`config.mk`:
```
export PLATFORM = sky130hd
export DESIGN_NAME = hwsb_front
export DESIGN_NICKNAME = d
export VERILOG_FILES = /design/src/rtl/hwsb_pkg.sv /design/src/rtl/hwsb_front.sv
export SDC_FILE = /design/constraint.sdc
export NUM_CORES = 1
export LEC_CHECK = 0
export BUFFER_PORTS_ARGS = -buffer_cell sky130_fd_sc_hd__buf_2
export CAP_MARGIN = 20
export CORE_UTILIZATION = 60
export CTS_CLUSTER_DIAMETER = 50
export DETAILED_ROUTE_END_ITERATION = 6
export GPL_ROUTABILITY_DRIVEN = 0
export GPL_TIMING_DRIVEN = 1
export MAX_ROUTING_LAYER = met4
export PLACE_DENSITY = 0.77
export SETUP_SLACK_MARGIN = 0.3
export SYNTH_ARGS = -nofsm -noshare
export SYNTH_HDL_FRONTEND = slang
export SYNTH_SLANG_ARGS = --single-unit
```
`constraint.sdc`:
```
create_clock -name clk_i -period 8.4 [get_ports clk_i]
set_input_delay 0.84 -clock clk_i [delete_from_list [all_inputs] [get_ports clk_i]]
set_output_delay 0.84 -clock clk_i [all_outputs]
set_load 0.1 [all_outputs]
```
`src/rtl/hwsb_pkg.sv`:
```
// Shared constants, types and constant tables of the windowed STFT block.
// Depends on nothing; the files that use it refer to it by scoped names.
package hwsb_pkg;

  // Frame length must be a power of two (index arithmetic wraps by width).
  localparam int unsigned FrameLen    = 256;
  localparam int unsigned SampleBits  = 16;
  localparam int unsigned HalfFrame   = FrameLen / 2;
  localparam int unsigned PosBits     = $clog2(FrameLen);
  localparam int unsigned BinAddrBits = $clog2(HalfFrame);

  localparam int unsigned InBits      = 16;
  localparam int unsigned BinIdxBits  = 7;
  localparam int unsigned OutBits     = 24;
  localparam int unsigned PowerBits   = 48;
  localparam int unsigned AccBits     = 48;
  localparam int unsigned RamBits     = 2 * AccBits;
  localparam int unsigned TwBits      = 16;
  localparam int unsigned WinBits     = 16;
  localparam int unsigned XwBits      = SampleBits + 1;
  localparam int unsigned WinProdBits = SampleBits + WinBits + 1;
  localparam int unsigned ProdBits    = XwBits + TwBits;
  localparam int unsigned ScaleShift  = PosBits + 15;

  localparam int unsigned QueueDepth   = 2;
  localparam int unsigned QueuePtrBits = $clog2(QueueDepth);
  localparam int unsigned QueueCntBits = $clog2(QueueDepth + 1);

  // Rounding toward zero: bias added to negative values before the shift.
  localparam logic signed [AccBits:0] BiasDc =
    (AccBits + 1)'((64'd1 << ScaleShift) - 64'd1);
  localparam logic signed [AccBits:0] BiasAc =
    (AccBits + 1)'((64'd1 << (ScaleShift - 1)) - 64'd1);
  localparam logic signed [AccBits:0] OutMax = (AccBits + 1)'(64'sd8388607);
  localparam logic signed [AccBits:0] OutMin = -(AccBits + 1)'(64'sd8388608);

  localparam longint unsigned PiHalfQ30 = 64'd1686629713;
  localparam longint unsigned OneQ30    = 64'd1 << 30;

  // One sample handed from the front end to the bin engine.
  typedef struct packed {
    logic signed [XwBits-1:0] xw;
    logic [PosBits-1:0]       pos;
    logic                     bank;
    logic                     emit;
  } job_t;

  typedef logic signed [TwBits-1:0] tw_tab_t [FrameLen];
  typedef logic [WinBits-1:0]       win_tab_t [FrameLen];

  function automatic longint q30_to_q15(input longint v);
    longint r;
    r = (v < 0) ? 64'sd0 : v;
    r = (r + 64'sd16384) >>> 15;
    return (r > 64'sd32767) ? 64'sd32767 : r;
  endfunction

  // Q15 sine or cosine of 2*pi*m/FrameLen, Taylor series in Q30.
  function automatic longint trig_q15(input longint unsigned m, input bit want_sin);
    longint unsigned a, q, r, x, x2, ts, tc;
    longint s, c, sq, cq, res;
    a  = (m % FrameLen) * 4;
    q  = a / FrameLen;
    r  = a % FrameLen;
    x  = (PiHalfQ30 * r) / FrameLen;
    x2 = (x * x) >> 30;
    ts = x;
    tc = OneQ30;
    s  = longint'(x);
    c  = longint'(OneQ30);
    // Terms x^(2n+1)/(2n+1)! and x^(2n)/(2n)!, each truncated, alternating signs.
    ts = ((ts * x2) >> 30) / 64'd6;
    tc = ((tc * x2) >> 30) / 64'd2;
    s  = s - longint'(ts);
    c  = c - longint'(tc);
    ts = ((ts * x2) >> 30) / 64'd20;
    tc = ((tc * x2) >> 30) / 64'd12;
    s  = s + longint'(ts);
    c  = c + longint'(tc);
    ts = ((ts * x2) >> 30) / 64'd42;
    tc = ((tc * x2) >> 30) / 64'd30;
    s  = s - longint'(ts);
    c  = c - longint'(tc);
    ts = ((ts * x2) >> 30) / 64'd72;
    tc = ((tc * x2) >> 30) / 64'd56;
    s  = s + longint'(ts);
    c  = c + longint'(tc);
    ts = ((ts * x2) >> 30) / 64'd110;
    tc = ((tc * x2) >> 30) / 64'd90;
    s  = s - longint'(ts);
    c  = c - longint'(tc);
    ts = ((ts * x2) >> 30) / 64'd156;
    tc = ((tc * x2) >> 30) / 64'd132;
    s  = s + longint'(ts);
    c  = c + longint'(tc);
    ts = ((ts * x2) >> 30) / 64'd210;
    tc = ((tc * x2) >> 30) / 64'd182;
    s  = s - longint'(ts);
    c  = c - longint'(tc);
    sq = q30_to_q15(s);
    cq = q30_to_q15(c);
    case (q)
      64'd0:   res = want_sin ? sq : cq;
      64'd1:   res = want_sin ? cq : -sq;
      64'd2:   res = want_sin ? -sq : -cq;
      default: res = want_sin ? -cq : sq;
    endcase
    return res;
  endfunction

  function automatic tw_tab_t gen_cos_tab();
    tw_tab_t t;
    for (int unsigned m = 0; m < FrameLen; m++) begin
      t[m] = TwBits'(trig_q15(longint'(m), 1'b0));
    end
    return t;
  endfunction

  function automatic tw_tab_t gen_sin_tab();
    tw_tab_t t;
    for (int unsigned m = 0; m < FrameLen; m++) begin
      t[m] = TwBits'(trig_q15(longint'(m), 1'b1));
    end
    return t;
  endfunction

  // Hann window: (32768 - cos) / 2.
  function automatic win_tab_t gen_win_tab();
    win_tab_t t;
    for (int unsigned m = 0; m < FrameLen; m++) begin
      t[m] = WinBits'((64'sd32768 - trig_q15(longint'(m), 1'b0)) >>> 1);
    end
    return t;
  endfunction

  localparam tw_tab_t  CosTab = gen_cos_tab();
  localparam tw_tab_t  SinTab = gen_sin_tab();
  localparam win_tab_t WinTab = gen_win_tab();

endpackage

```
`src/rtl/hwsb_front.sv`:
```
// Sample front end: frame position, bank and readout flags, Hann windowing.
// Depends on hwsb_pkg.
module hwsb_front (
  input  logic                      clk_i,
  input  logic                      rst_ni,
  input  logic                      in_valid_i,
  output logic                      in_ready_o,
  input  logic [hwsb_pkg::InBits-1:0] sample_i,
  output logic                      push_o,
  output hwsb_pkg::job_t            push_job_o,
  input  logic                      full_i
);

  logic [hwsb_pkg::PosBits-1:0] pos_q, pos_d;
  logic bank_q, bank_d, ready_q, ready_d;
  logic a_valid_q, a_valid_d;
  logic signed [hwsb_pkg::SampleBits-1:0] a_smp_q;
  logic [hwsb_pkg::WinBits-1:0] a_win_q;
  logic [hwsb_pkg::PosBits-1:0] a_pos_q;
  logic a_bank_q, a_emit_q;
  logic accept;
  logic signed [hwsb_pkg::WinProdBits-1:0] prod;
  logic signed [hwsb_pkg::WinProdBits-1:0] prod_shr;

  assign push_o     = a_valid_q && !full_i;
  assign in_ready_o = !a_valid_q || push_o;
  assign accept     = in_valid_i && in_ready_o;

  // floor(sample * w / 2^15)
  assign prod     = a_smp_q * $signed({1'b0, a_win_q});
  assign prod_shr = prod >>> 15;

  assign push_job_o.xw   = prod_shr[hwsb_pkg::XwBits-1:0];
  assign push_job_o.pos  = a_pos_q;
  assign push_job_o.bank = a_bank_q;
  assign push_job_o.emit = a_emit_q;

  always_comb begin
    pos_d     = pos_q;
    bank_d    = bank_q;
    ready_d   = ready_q;
    a_valid_d = a_valid_q;
    if (push_o) begin
      a_valid_d = 1'b0;
    end
    if (accept) begin
      a_valid_d = 1'b1;
      pos_d     = pos_q + hwsb_pkg::PosBits'(1);
      if (pos_q == hwsb_pkg::PosBits'(hwsb_pkg::FrameLen - 1)) begin
        bank_d  = !bank_q;
        ready_d = 1'b1;
      end
    end
  end

  always_ff @(posedge clk_i or negedge rst_ni) begin
    if (!rst_ni) begin
      pos_q     <= '0;
      bank_q    <= 1'b0;
      ready_q   <= 1'b0;
      a_valid_q <= 1'b0;
    end else begin
      pos_q     <= pos_d;
      bank_q    <= bank_d;
      ready_q   <= ready_d;
      a_valid_q <= a_valid_d;
    end
  end

  always_ff @(posedge clk_i) begin
    if (accept) begin
      a_smp_q  <= $signed(sample_i[hwsb_pkg::SampleBits-1:0]);
      a_win_q  <= hwsb_pkg::WinTab[pos_q];
      a_pos_q  <= pos_q;
      a_bank_q <= bank_q;
      a_emit_q <= ready_q && (pos_q < hwsb_pkg::PosBits'(hwsb_pkg::HalfFrame));
    end
  end

endmodule

```
==> summary.txt <==
post-route setup TNS: 0 ps
count of cell types in the netlist: 72
total wire length: 43500 um
Crit Path Class: reg2out
failing checks: design-rule violations
worst hold path type: in2async
largest stage delay on the critical path: 660 ps
post_cts resized: 0
CTS Buffer Depth: 2
CTS hold repair buffers: 0
slack of the worst reg-to-reg path: 3830 ps
fin crit share: 91.5%
post-route minimum period: 7680 ps
Worst path top cell family by delay: adder cells
FP Rows: 56
worst-margin pin slew: 1080 ps
DR vias: 13700
top cell type's share of synthesized area: 24.8%
Synth top cells by count: 231 x inv_1, 205 x nand2_1, 179 x fa_1
Port Buf Inserts: 48
Avg Cell Area, Syn: 8.10 um^2
CP cell instances: and2_1, fa_1, inv_1, fa_1, fa_1, inv_1, fa_1, fa_1, inv_1, fa_1, inv_1, ha_1, and4_1, and3_1, a221oi_1, o21ai_0, a311oi_1, xnor2_1, buf_2
CTS buffer count: 5
die area: 0.0247 mm^2
max-cap violation count: 0
data arrival time of the worst path: 6840 ps
initial drt markers: 2553
fillers: 2079
clk slew on worst S/H paths: 80 ps
Post-Syn Area: 0.0145 mm^2
DR pass1 iterations: 7
antenna violations before repair: 0
DP HPWL: 31400 um
Setup Fix Bufs, Post-CTS: 0
synthesized-area fraction occupied by adder cells: 36.5%
max_slew headroom: 27.9%
vias in the first global route: 13300
unrepaired setup endpoints after global routing: no
Area Growth Syn to Fin: 2.11%
status: complete, but fails checks
Max Freq: 130 MHz
Final Max Slew Viols: 0
core box area: 0.0235 mm^2
multi-input logic area: 0.0115 mm^2
Area contributors post-synth: fa_1 25%, ha_1 12%, edfxtp_1 8.5%
Ant. Diodes: 0
clk root buf: clkbuf_16
simple-gate share of the synthesized area: 20.9%
CP Data Required Time: 7560 ps
clk_lat worst skew: 310 ps
final hold vios: 0
CTS tree: yes
xor/xnor share of the synthesized area: 1.63%
Vert. Die Dim: 157 um
largest family of logic cells by synthesized area: adder cells
# H-tree levels: 2
Bufs and invs on worst path: 5
Post-Syn Nets: 2122
die width: 157 um
Ports: 49
clock sinks: 52
most frequent cell after synthesis: inv_1
GRT met2 Usage: 53.1%
Mapped Cells: 1787
CP Capture Type: output port
average wire per standard cell: 21.3 um
Seq/Total Area, Yosys: 10.4%
number of flops mapped to enable cells by yosys: 41
DR vias/cell: 6.72
clock skew: 4.86 ps
Ys Warns: 0
final routed DRC violation total: 122
Global Route met3 Usage: 10.5%
mux contribution to synthesized area: 1.32%
gr ovfl total: 0
startpoint types: flop
Yosys top cell by area: fa_1
Synth Area in Compound Gates: 19.0%
Post-synth top flop: edfxtp_1
final net count: 2054
sequential cell area: 0.00152 mm^2
met1 Use GR: 48.1%
Slowest cell on crit path: edfxtp_1
CP Max Fanout: 16
first-pass GRT wire length: 69100 um
largest net degree at the start of global routing: 103
Yosys reg bits: 52
GR peak layer: met2
setup violators final: 0
Synth async-reset ratio: 21.2%
All-Layer GR Usage: 37.2%
CP dominant cell by count: fa_1
initial core utilization: 61.5%
final antenna-violating net count: 0
share of cells above drive strength 1: 6.22%
state kept, by name, indices dropped and copies added (netlist names):
signal,flops
a_emit_q,1
a_pos_q,8
a_bank_q,1
ready_q,1
pos_q,8
a_smp_q,16
bank_q,1
a_win_q,15
a_valid_q,1
final timing paths:
check                                        to                   from  cells past startpoint
setup / recovery                 push_job_o[26]  a_win_q[12]$_DFFE_PP_                     19
hold / removal             pos_q[2]$_DFFE_PN0P_                 rst_ni                      1
setup reg to reg           a_win_q[4]$_DFFE_PP_   pos_q[1]$_DFFE_PN0P_                      8
hold reg to reg             ready_q$_DFFE_PN0P_    ready_q$_DFFE_PN0P_                      1
max in group asynchronous  pos_q[3]$_DFFE_PN0P_                 rst_ni                      1
min in group clk_i          ready_q$_DFFE_PN0P_    ready_q$_DFFE_PN0P_                      1
metal layers:
metal / part of all wire [%] / vias up
met1: 38 / 6476
met3: 13 / 288
li1: - / 5917
met5: 0 / -
met2: 43 / 1021
met4: 6.3 / 0
stage by stage:
step                      std cells  hold slack (ps)  setup slack (ps)  utilization [%]  area [um^2]
after global routing           2039              403               357             62.8        14800
after floorplan                1787              420               637                -        14500
after global placement         2031              449              1140             62.1        14600
final                          2039              386               718             62.8        14800
after CTS                      2039              394               709             62.8        14800
after detailed placement       2031              451              1050             62.1        14600
area by class of cell:
| type | count | area share [%] |
|---|---|---|
| flip-flops and latches | 52 | 10.3 |
| clock inverters | 3 | 0.169 |
| clock buffers | 5 | 0.847 |
| multi-input cells | 1364 | 77.7 |
| repair buffers | 63 | 2.39 |
| well taps | 319 | 2.70 |
| inverters | 233 | 5.92 |
layout by cell type, fill, tap and decap left out, types with 7 or more instances in the layout:
master and instances:
a311oi_1 24, nor2b_1 34, nand2_1 205, a211oi_1 24, o31ai_1 14, inv_1 231
o32ai_1 7, buf_2 48, o21ai_0 92, dfrtp_1 7, edfxtp_1 41, nor3_1 35
a31oi_1 28, nand3_1 29, buf_4 15, nor2_1 72, ha_1 136, a211o_1 10
or2_2 8, and3_1 14, xor2_1 7, nand2b_1 43, a21oi_1 90, o211ai_1 21
o311ai_0 11, and2_1 123, xnor2_1 20, o22ai_1 10, fa_1 179, nand4_1 8
worst register-to-register path: stages (launching register included):
cell      delay [ps]
dfrtp_1          380
inv_1            460
ha_1             650
nor2b_1          840
nor2_1           280
a21oi_1          370
and2_1           180
o311ai_0         230
a311oi_1         870
logic make-up (layout without fill, tap and decap cells):
kind of cell,Yosys count,in the layout
and+or+nand+nor,601,601
AOI/OAI and AO/OA,410,410
DFF,52,52
buffers and inverters,371,304
adders and majority gates,315,315
xor gates and xnor gates,27,27
muxes,11,11
Power is not shown: default switching activity piles up to over one toggle a cycle in this logic, so the estimate is an artifact.
