### config.mk
export PLATFORM = sky130hd
export DESIGN_NAME = hwsb_queue
export DESIGN_NICKNAME = d
export VERILOG_FILES = /design/src/rtl/hwsb_pkg.sv /design/src/rtl/hwsb_queue.sv
export SDC_FILE = /design/constraint.sdc
export NUM_CORES = 1
export LEC_CHECK = 0
export CAP_MARGIN = 20
export CORE_MARGIN = 1
export CORE_UTILIZATION = 35
export CTS_CLUSTER_SIZE = 28
export DETAILED_ROUTE_END_ITERATION = 7
export DONT_BUFFER_PORTS = 1
export PLACE_DENSITY = 0.49
export SLEW_MARGIN = 10
export SYNTH_ARGS = -nofsm -noshare
export SYNTH_HDL_FRONTEND = slang
export SYNTH_SLANG_ARGS = --single-unit
### constraint.sdc
create_clock -name clk_i -period 2.1 [get_ports clk_i]
set_input_delay 0 -clock clk_i [delete_from_list [all_inputs] [get_ports clk_i]]
set_output_delay 0 -clock clk_i [all_outputs]
set_load 0.01 [all_outputs]
### src/rtl/hwsb_pkg.sv
// Shared constants, types and constant tables of the windowed STFT block.
// Depends on nothing; the files that use it refer to it by scoped names.
package hwsb_pkg;

  // Frame length must be a power of two (index arithmetic wraps by width).
  localparam int unsigned FrameLen    = 256;
  localparam int unsigned SampleBits  = 16;
  localparam int unsigned HalfFrame   = FrameLen / 2;
  localparam int unsigned PosBits     = $clog2(FrameLen);
  localparam int unsigned BinAddrBits = $clog2(HalfFrame);

  localparam int unsigned InBits      = 16;
  localparam int unsigned BinIdxBits  = 7;
  localparam int unsigned OutBits     = 24;
  localparam int unsigned PowerBits   = 48;
  localparam int unsigned AccBits     = 48;
  localparam int unsigned RamBits     = 2 * AccBits;
  localparam int unsigned TwBits      = 16;
  localparam int unsigned WinBits     = 16;
  localparam int unsigned XwBits      = SampleBits + 1;
  localparam int unsigned WinProdBits = SampleBits + WinBits + 1;
  localparam int unsigned ProdBits    = XwBits + TwBits;
  localparam int unsigned ScaleShift  = PosBits + 15;

  localparam int unsigned QueueDepth   = 2;
  localparam int unsigned QueuePtrBits = $clog2(QueueDepth);
  localparam int unsigned QueueCntBits = $clog2(QueueDepth + 1);

  // Rounding toward zero: bias added to negative values before the shift.
  localparam logic signed [AccBits:0] BiasDc =
    (AccBits + 1)'((64'd1 << ScaleShift) - 64'd1);
  localparam logic signed [AccBits:0] BiasAc =
    (AccBits + 1)'((64'd1 << (ScaleShift - 1)) - 64'd1);
  localparam logic signed [AccBits:0] OutMax = (AccBits + 1)'(64'sd8388607);
  localparam logic signed [AccBits:0] OutMin = -(AccBits + 1)'(64'sd8388608);

  localparam longint unsigned PiHalfQ30 = 64'd1686629713;
  localparam longint unsigned OneQ30    = 64'd1 << 30;

  // One sample handed from the front end to the bin engine.
  typedef struct packed {
    logic signed [XwBits-1:0] xw;
    logic [PosBits-1:0]       pos;
    logic                     bank;
    logic                     emit;
  } job_t;

  typedef logic signed [TwBits-1:0] tw_tab_t [FrameLen];
  typedef logic [WinBits-1:0]       win_tab_t [FrameLen];

  function automatic longint q30_to_q15(input longint v);
    longint r;
    r = (v < 0) ? 64'sd0 : v;
    r = (r + 64'sd16384) >>> 15;
    return (r > 64'sd32767) ? 64'sd32767 : r;
  endfunction

  // Q15 sine or cosine of 2*pi*m/FrameLen, Taylor series in Q30.
  function automatic longint trig_q15(input longint unsigned m, input bit want_sin);
    longint unsigned a, q, r, x, x2, ts, tc;
    longint s, c, sq, cq, res;
    a  = (m % FrameLen) * 4;
    q  = a / FrameLen;
    r  = a % FrameLen;
    x  = (PiHalfQ30 * r) / FrameLen;
    x2 = (x * x) >> 30;
    ts = x;
    tc = OneQ30;
    s  = longint'(x);
    c  = longint'(OneQ30);
    // Terms x^(2n+1)/(2n+1)! and x^(2n)/(2n)!, each truncated, alternating signs.
    ts = ((ts * x2) >> 30) / 64'd6;
    tc = ((tc * x2) >> 30) / 64'd2;
    s  = s - longint'(ts);
    c  = c - longint'(tc);
    ts = ((ts * x2) >> 30) / 64'd20;
    tc = ((tc * x2) >> 30) / 64'd12;
    s  = s + longint'(ts);
    c  = c + longint'(tc);
    ts = ((ts * x2) >> 30) / 64'd42;
    tc = ((tc * x2) >> 30) / 64'd30;
    s  = s - longint'(ts);
    c  = c - longint'(tc);
    ts = ((ts * x2) >> 30) / 64'd72;
    tc = ((tc * x2) >> 30) / 64'd56;
    s  = s + longint'(ts);
    c  = c + longint'(tc);
    ts = ((ts * x2) >> 30) / 64'd110;
    tc = ((tc * x2) >> 30) / 64'd90;
    s  = s - longint'(ts);
    c  = c - longint'(tc);
    ts = ((ts * x2) >> 30) / 64'd156;
    tc = ((tc * x2) >> 30) / 64'd132;
    s  = s + longint'(ts);
    c  = c + longint'(tc);
    ts = ((ts * x2) >> 30) / 64'd210;
    tc = ((tc * x2) >> 30) / 64'd182;
    s  = s - longint'(ts);
    c  = c - longint'(tc);
    sq = q30_to_q15(s);
    cq = q30_to_q15(c);
    case (q)
      64'd0:   res = want_sin ? sq : cq;
      64'd1:   res = want_sin ? cq : -sq;
      64'd2:   res = want_sin ? -sq : -cq;
      default: res = want_sin ? -cq : sq;
    endcase
    return res;
  endfunction

  function automatic tw_tab_t gen_cos_tab();
    tw_tab_t t;
    for (int unsigned m = 0; m < FrameLen; m++) begin
      t[m] = TwBits'(trig_q15(longint'(m), 1'b0));
    end
    return t;
  endfunction

  function automatic tw_tab_t gen_sin_tab();
    tw_tab_t t;
    for (int unsigned m = 0; m < FrameLen; m++) begin
      t[m] = TwBits'(trig_q15(longint'(m), 1'b1));
    end
    return t;
  endfunction

  // Hann window: (32768 - cos) / 2.
  function automatic win_tab_t gen_win_tab();
    win_tab_t t;
    for (int unsigned m = 0; m < FrameLen; m++) begin
      t[m] = WinBits'((64'sd32768 - trig_q15(longint'(m), 1'b0)) >>> 1);
    end
    return t;
  endfunction

  localparam tw_tab_t  CosTab = gen_cos_tab();
  localparam tw_tab_t  SinTab = gen_sin_tab();
  localparam win_tab_t WinTab = gen_win_tab();

endpackage

### src/rtl/hwsb_queue.sv
// Short job queue between the sample front end and the bin engine.
// Depends on hwsb_pkg.
module hwsb_queue (
  input  logic          clk_i,
  input  logic          rst_ni,
  input  logic          push_i,
  input  hwsb_pkg::job_t push_job_i,
  output logic          full_o,
  input  logic          pop_i,
  output logic          valid_o,
  output hwsb_pkg::job_t head_o
);

  hwsb_pkg::job_t mem_q [hwsb_pkg::QueueDepth];
  logic [hwsb_pkg::QueuePtrBits-1:0] wptr_q, wptr_d, rptr_q, rptr_d;
  logic [hwsb_pkg::QueueCntBits-1:0] cnt_q, cnt_d;

  assign full_o  = (cnt_q == hwsb_pkg::QueueCntBits'(hwsb_pkg::QueueDepth));
  assign valid_o = (cnt_q != '0);
  assign head_o  = mem_q[rptr_q];

  always_comb begin
    wptr_d = push_i ? wptr_q + hwsb_pkg::QueuePtrBits'(1) : wptr_q;
    rptr_d = pop_i ? rptr_q + hwsb_pkg::QueuePtrBits'(1) : rptr_q;
    cnt_d  = cnt_q;
    if (push_i && !pop_i) begin
      cnt_d = cnt_q + hwsb_pkg::QueueCntBits'(1);
    end else if (pop_i && !push_i) begin
      cnt_d = cnt_q - hwsb_pkg::QueueCntBits'(1);
    end
  end

  always_ff @(posedge clk_i or negedge rst_ni) begin
    if (!rst_ni) begin
      wptr_q <= '0;
      rptr_q <= '0;
      cnt_q  <= '0;
    end else begin
      wptr_q <= wptr_d;
      rptr_q <= rptr_d;
      cnt_q  <= cnt_d;
    end
  end

  always_ff @(posedge clk_i) begin
    if (push_i) begin
      mem_q[wptr_q] <= push_job_i;
    end
  end

endmodule

==> results.ini, run 1 <==
[routing]
top_layer=met4
met3_length_um=289
drc_errors=0
wl_per_cell_um=15.6
wl_um=3490
ant_nets=0
drt_iter0_markers=36
via_count=1024
first_pass_iters=2
wl_met2_um=1840
wl_met1_um=1280
vias_per_cell=4.57

[sta]
fin_setup_tns_ns=0
hold_viol_final=0
period_needed_ns=1.57
worst_slack_ns=0.531
fin_skew_ns=0.00383
slew_viol_final=0
slew-limit-headroom=0.717
finalCritPeriodShare=0.747
max_clock_freq_mhz=637
worst_pin_slew_ns=0.425
rsz0062_at_grt=false
finalSetupViolCount=0

[grt]
grt_first_pass_wirelength_um=5410
grt.total_usage=0.120
antenna_found_initial=0
grt_pass1_vias=1127
grt_max_degree=24
grt_overflow=0

[clocking]
cts_tree=yes
htree_levels=3
clkSlewWorstSetupHoldPaths_ns=0.06
ctsResizeCount=0
numCtsBuffers=9
cts_sinks=58
root_buffer=clkbuf_8
clock_path_buffers=2
clkLatencyLatePin_ns=0.32

[critical_path]
critPathMaxStageDelay_ns=0.63
end_kind=primary output
crit_end=head_o[19]
r2r_start=wptr_q
path_cells=buf_4 > mux2_4
critPathSlowestCell=dfrtp_2
rr_worst_depth=2
timing.rr.end=mem_q[0][20]
worstPathMaxFanout=16
crit_required_ns=2.10
arrival_ns=1.57
startpoint_type=flop
ff2ff_setup_slack_ns=0.82
startpoint=rptr_q
crit_type=flop to primary output

[floorplanning]
io_pins=60
coreArea_um2=6030
start_util=0.371
dieArea_um2=6720
rows=28
die_h_um=82.0
fp.dieW_um=82.0

[synth]
yosysUniqueCellTypes=14
ys_ff_latch=58
ys_seq_area_frac=0.770
yosys_warnings=0
syn_nets=132
synth_area_um2=2240
syn_area_per_cell_um2=22.4
synth_cells=100

[final_layout]
final_common_cell=edfxtp_1
seqCellArea_um2=1720
n_fill_cell=537
final_area_um2=2820
layout_common_cells=edfxtp_1, dlygate4sd3_1, mux2_4, clkbuf_8, mux2_2
multi_input_area_um2=463
finalNetCount=176
synthToLayoutAreaGrowth_pct=26.1
drive_gt1_frac=0.309
diodes=0

[run]
maxCapViolations=0

[placement]
io_buffer_count=0
dpl_cell_area_um2=2330
gp_congestion=0.560
post-place-ws_ns=0.819

[run_status]
status=finished, final reports clean

[worst_hold_path]
hold_class=input pin to flop
holdCritStartpoint=push_i

[power]
power_w=0.00353
ir_drop_mv=0.612
p_leak_nw=1.03
powerDensity_nw_per_um2=1250

==> layer usage <==
| layer | up-vias | global-route usage |
|---|---|---|
| li1 | 473 | - |
| met1 | 498 | 0.121 |
| met2 | 42 | 0.197 |
| met3 | 11 | 0.0589 |
| met4 | 0 | 0.0789 |
| met5 | - | 0 |
==> cell families (layout without fill, tap and decap cells) <==
kind of cell	after synthesis	after routing	synth area share
adder cells (fa/ha/maj)	1	1	0.00559
XOR/XNOR	5	5	0.0196
AND/OR/NAND/NOR	5	5	0.0129
multiplexers	27	27	0.168
buffers and inverters	4	53	0.0246
flip-flops	58	58	0.770
==> sequential cells by signal (all words and copies together) (netlist names) <==
signal	cells
cnt_q	2
mem_q	54
rptr_q	1
wptr_q	1
==> where the power goes <==
group	leakage (nW)	switching, W	internal [W]
registers	0.552	0.000144	0.00154
logic	0.392	0.000442	0.000479
clock network	0.0894	0.000379	0.000539
total	1.03	0.000965	0.00256
==> worst max-delay path, delay by kind of cell, from the launching register on <==
family / cells / cell delay [ns]
DFF: 1 / 0.63
buffers and inverters: 1 / 0.28
muxes: 1 / 0.33
==> cell type report <==
cell class	count	area share
Clock buffer	12	0.0479
Clock inverter	4	0.0151
Inverter	1	0.00133
Multi-Input combinational cell	38	0.164
Sequential cell	58	0.611
Tap cell	75	0.0333
Timing Repair Buffer	36	0.128
==> metrics by stage <==
step                hold slack (ns)   util  std cells
floorplan                    -0.296      -        100
global placement             -0.295  0.387        177
detailed placement           -0.295  0.387        177
finish                       0.0319  0.468        224
global route                 0.0117  0.468        224
CTS                          0.0133  0.468        224
==> synth_stat cells, drive strengths merged <==
master / number / area (µm²)
edfxtp: 54 / 1620
mux2: 27 / 375
dfrtp: 4 / 100
xor2: 4 / 35.0
buf: 3 / 51.3
nor2b: 2 / 12.5
and2: 1 / 6.26
ha: 1 / 12.5
inv: 1 / 3.75
nor2: 1 / 3.75
or2: 1 / 6.26
xnor2: 1 / 8.76
==> how the worst min path moves through the flow <==
stage,to,slack (ns),depth (start not counted)
2_1_floorplan,cnt_q[0],-0.30,0
3_3_place_gp,wptr_q,-0.30,0
3_5_place_dp,cnt_q[1],-0.30,0
4_1_cts,mem_q[0][10],0.01,1
5_1_grt,mem_q[0][3],0.01,1
6_report,mem_q[0][9],0.03,1
==> timing repair <==
item / 4_1_cts / 5_1_grt
hold buffers: 31 / 0
endpoints found under the hold margin: 61 / 0
endpoints found under the setup margin: 0 / 0
setup buffers: 0 / 0
(Power assumes the default switching activity.)
==> run 2, diff against run 1 <==
ABC_AREA = 1   (was not set)
PLACE_DENSITY = 0.47   (was 0.49)
clock period = 1.5 ns   (was 2.1 ns; I/O delays follow)
==> run 2 against run 1 <==
Synthesized area up 0.78%. Worst hold slack improved by 0.092 ns. Critical path type unchanged. Combinational power grew 56%. Synthesized cell count grew 9.0%. First-iteration DRC count grew 28%. Highest routed layer unchanged.
==> results.ini, run 2 <==
[run_status]
status=finished, final reports clean

[clocking]
clkSlewWorstSetupHoldPaths_ns=0.06
cts_sinks=58
ctsResizeCount=0
root_buffer=clkbuf_8
htree_levels=3
clkLatencyLatePin_ns=0.32
cts_hold_buf=31
numCtsBuffers=9
clock_path_buffers=2
post_cts_buffers=0
cts_tree=yes

[synth]
yosysMostFrequentCell=edfxtp_1
ys_ff_latch=58
synth_edf_count=54
ys.flop_type=edfxtp_1
synth_area_um2=2250
synth_top_area_share=0.719
synth_cells=109
ys_top_cells_by_count=edfxtp_1, mux2_4, mux2_2, inv_1, nand2_1
yosys_warnings=0
yosysUniqueCellTypes=14
netlist_top_cells_area=edfxtp_1, mux2_4, dfrtp_1
ys_seq_area_frac=0.764
syn_area_per_cell_um2=20.7
synthArstFlopShare=0.0690
synth_top_area_cell=edfxtp_1
syn_nets=141

[placement]
gp_congestion=0.634
post-place-ws_ns=0.409
io_buffer_count=0
hpwl_um=2410
dpl_cell_area_um2=2390

[sta]
slew_viol_final=0
slew-limit-headroom=0.831
fin_skew_ns=0.00390
finalSetupViolCount=0
fin_setup_tns_ns=0
worst_slack_ns=0.0968
max_clock_freq_mhz=713
rsz0062_at_grt=false
hold_viol_final=0
worst_pin_slew_ns=0.254
finalCritPeriodShare=0.935
period_needed_ns=1.40

[routing]
wl_per_cell_um=15.6
ant_nets=0
drc_errors=0
first_pass_iters=4
vias_per_cell=4.58
wl_um=3630
drt_iter0_markers=46
via_count=1067

[critical_path]
end_kind=primary output
critPathSlowestCell=dfrtp_2
crit_type=flop to primary output
path_cells=buf_4 > mux2_2
worstPathMaxFanout=9
critPathMaxStageDelay_ns=0.51
crit_required_ns=1.50
arrival_ns=1.40
startpoint_type=flop

[final_layout]
final_area_um2=2930
drive_gt1_frac=0.310
synthToLayoutAreaGrowth_pct=29.9
reg.largest.list=mem_q (54), cnt_q (2)
finalNetCount=186
top_register=mem_q
layout_common_cells=edfxtp_1, dlygate4sd3_1, mux2_4, clkbuf_8, mux2_2
diodes=0
largest_register_ffs=54
final_common_cell=edfxtp_1

[floorplanning]
dieArea_um2=6770
start_util=0.372
fp.dieW_um=82.3
coreArea_um2=6060
die_h_um=82.3
io_pins=60
rows=28

[power]
powerDensity_nw_per_um2=1840
p_leak_nw=1.10
ir_drop_mv=0.880

[grt]
grt_overflow=0
grt_first_pass_wirelength_um=5440
grt.total_usage=0.119
antenna_found_initial=0
grt_max_degree=19
grt_pass1_vias=1090

[worst_hold_path]
hold_class=input pin to flop

[run]
maxCapViolations=0

run 2: final cells by class:
cell class                 count  area [µm²]
clock buffer                   9         124
clock inverter                 6         106
timing repair buffer          37         393
multi-input combinational     41         463
tap                           75        93.8
fill                         521        3130
inverter                       7        26.3
sequential                    58        1720
run 2: through the flow:
| step | std cells | hold slack (ns) | util | power, W |
|---|---|---|---|---|
| CTS | 233 | 0.101 | 0.483 | 0.00549 |
| global placement | 187 | -0.295 | 0.394 | 0.00371 |
| detailed placement | 187 | -0.295 | 0.394 | 0.00375 |
| global route | 233 | 0.122 | 0.483 | 0.00565 |
| finish | 233 | 0.124 | 0.483 | 0.00539 |
| floorplan | 109 | -0.296 | - | 0.00350 |
run 2: metal layers:
| metal | global-route usage | routed length [µm] |
|---|---|---|
| met5 | 0 | 0 |
| met4 | 0.0789 | 45 |
| met3 | 0.0527 | 292 |
| met2 | 0.196 | 1920 |
| met1 | 0.121 | 1370 |
run 2: where the power goes:
part,switching [W],total (W),internal [W],leakage (nW)
logic,0.000710,0.00144,0.000728,0.438
registers,0.000160,0.00232,0.00216,0.553
clock network,0.000552,0.00164,0.00108,0.113
total,0.00142,0.00539,0.00397,1.10
run 2: path summary, 6_finish.rpt:
check	slack (ns)	cells past startpoint	endpoint	from
max in group asynchronous	0.81	2	rptr_q	rst_ni
hold reg to reg	0.49	2	cnt_q[1]	cnt_q[1]
setup / recovery	0.1	2	head_o[7]	rptr_q
hold / removal	0.12	3	mem_q[1][1]	push_i
min in group asynchronous	0.50	2	cnt_q[1]	rst_ni
setup reg to reg	0.42	3	mem_q[1][14]	wptr_q
run 2: critical path, delay by kind of cell (launching register included):
family / cells / cell delay [ns]
flip-flops: 1 / 0.51
multiplexers: 1 / 0.37
buffers and inverters: 1 / 0.20
run 2: logic make-up (layout without fill, tap and decap cells):
kind of cell               Yosys count  in the layout  synth area share
buffers and inverters               10             59            0.0344
xor gates and xnor gates             3              3            0.0117
DFF                                 58             58             0.764
muxes                               27             27             0.166
adders and majority gates            1              1           0.00555
and+or+nand+nor                     10             10            0.0183
==> run 3, diff against run 2 <==
ABC_AREA = not set   (was 1)
==> run 3 against run 2 <==
Fmax grew 6.4%. Sequential power fell by 2%. Combinational power about the same. Utilization shrank 1.9 points. Critical path type unchanged.
==> results.ini, run 3 (synthesis gave the netlist of run 1 again) <==
[run_status]
status=finished, final reports clean

[floorplanning]
coreArea_um2=6030
die_h_um=82.0
rows=28
dieArea_um2=6720
fp.dieW_um=82.0
io_pins=60
start_util=0.371

[grt]
grt_overflow=0
grt_max_degree=19
antenna_found_initial=0
grt_pass1_vias=1107
grt.total_usage=0.118
grt_first_pass_wirelength_um=5330

[final_layout]
final_common_cell=edfxtp_1
final_util=0.465
drive_gt1_frac=0.320
reg.largest.list=mem_q (54), cnt_q (2)
synthToLayoutAreaGrowth_pct=25.2
largest_register_ffs=54
diodes=0
finalNetCount=178
top_register=mem_q
layout_common_cells=edfxtp_1, dlygate4sd3_1, mux2_4, clkbuf_8, mux2_2

[power]
powerDensity_nw_per_um2=1700
ir_drop_mv=0.822
p_leak_nw=1.03
power_w=0.00475

[sta]
worst_pin_slew_ns=0.295
slew-limit-headroom=0.803
period_needed_ns=1.32
hold_viol_final=0
finalCritPeriodShare=0.879
fin_skew_ns=0.00266
finalSetupViolCount=0
rsz0062_at_grt=false
max_clock_freq_mhz=758
slew_viol_final=0
fin_setup_tns_ns=0

[critical_path]
crit_end=head_o[9]
crit_type=flop to primary output
startpoint_type=flop
ff2ff_setup_slack_ns=0.38
critPathSlowestCell=mux2_4
timing.rr.end=mem_q[0][14]
end_kind=primary output
path_cells=buf_4 > mux2_4
startpoint=rptr_q
worstPathMaxFanout=15
arrival_ns=1.32
critPathMaxStageDelay_ns=0.36
rr_worst_depth=2
crit_required_ns=1.50
r2r_start=wptr_q

[routing]
wl_per_cell_um=16.3
drc_errors=0
ant_nets=0
drt_iter0_markers=44
vias_per_cell=4.54
wl_um=3610
via_count=1008
first_pass_iters=3

[worst_hold_path]
min_path_cells=2
hold_class=input pin to flop

[placement]
io_buffer_count=0
hpwl_um=2410
gp_congestion=0.582

[clocking]
cts_sinks=58
clkSlewWorstSetupHoldPaths_ns=0.06
post_cts_buffers=0
numCtsBuffers=9
cts_tree=yes
htree_levels=3
clkLatencyLatePin_ns=0.31
root_buffer=clkbuf_8
clock_path_buffers=2

[run]
maxCapViolations=0

run 3: cell types whose count changed in the layout (fill, tap and decap cells not counted), moves of 2 or more:
cell | before | now
inv_1 | 7 | 1
nand2_1 | 6 | 0
buf_4 | 3 | 6
bufinv_16 | 3 | 0
buf_12 | 3 | 1
xor2_1 | 2 | 4
run 3: metrics by stage:
stage	area [µm²]	instances	hold slack, ns	worst slack [ns]
CTS	2800	222	0.161	0.153
global placement	2350	179	-0.295	0.396
floorplan	2240	100	-0.296	0.00410
global route	2800	222	0.178	0.118
detailed placement	2350	179	-0.295	0.361
finish	2800	222	0.170	0.181
run 3: worst max-delay path: cells and delay by family (launching register included):
kind                   cells  cell delay (ns)
muxes                      1             0.36
buffers and inverters      1             0.29
DFF                        1             0.35
run 3: timing repair:
action	CTS	global route
endpoints found under the setup margin	0	0
endpoints found under the hold margin	64	0
hold buffers	31	0
resized for setup	0	0
run 3: how the worst min path moves through the flow:
stage	start	end	slack, ns
floorplan	rst_ni	cnt_q[0]	-0.30
global placement	rst_ni	cnt_q[1]	-0.30
detailed placement	rst_ni	cnt_q[0]	-0.30
CTS	push_i	mem_q[1][7]	0.16
global route	push_i	mem_q[1][12]	0.18
finish	push_i	mem_q[1][7]	0.17
run 3: power by group:
| part | internal [W] | switching (W) | leakage [nW] |
|---|---|---|---|
| Clock | 0.000552 | 0.000496 | 0.0714 |
| Combinational | 0.000696 | 0.000727 | 0.406 |
| Sequential | 0.00216 | 0.000114 | 0.552 |
run 3: layout make-up:
cell class | instances | area (µm²)
Tap cell | 75 | 93.8
Clock buffer | 10 | 128
Clock inverter | 2 | 8.76
Sequential cell | 58 | 1720
Multi-Input combinational cell | 38 | 468
Timing Repair Buffer | 38 | 375
Fill cell | 535 | 3230
Inverter | 1 | 3.75
run 3: layer usage:
metal | up-vias | share of wire | track usage
met3 | 9 | 0.061 | 0.0422
met4 | 0 | 0.020 | 0.0842
met1 | 488 | 0.40 | 0.124
met5 | - | 0 | 0
met2 | 37 | 0.51 | 0.194
li1 | 474 | - | -
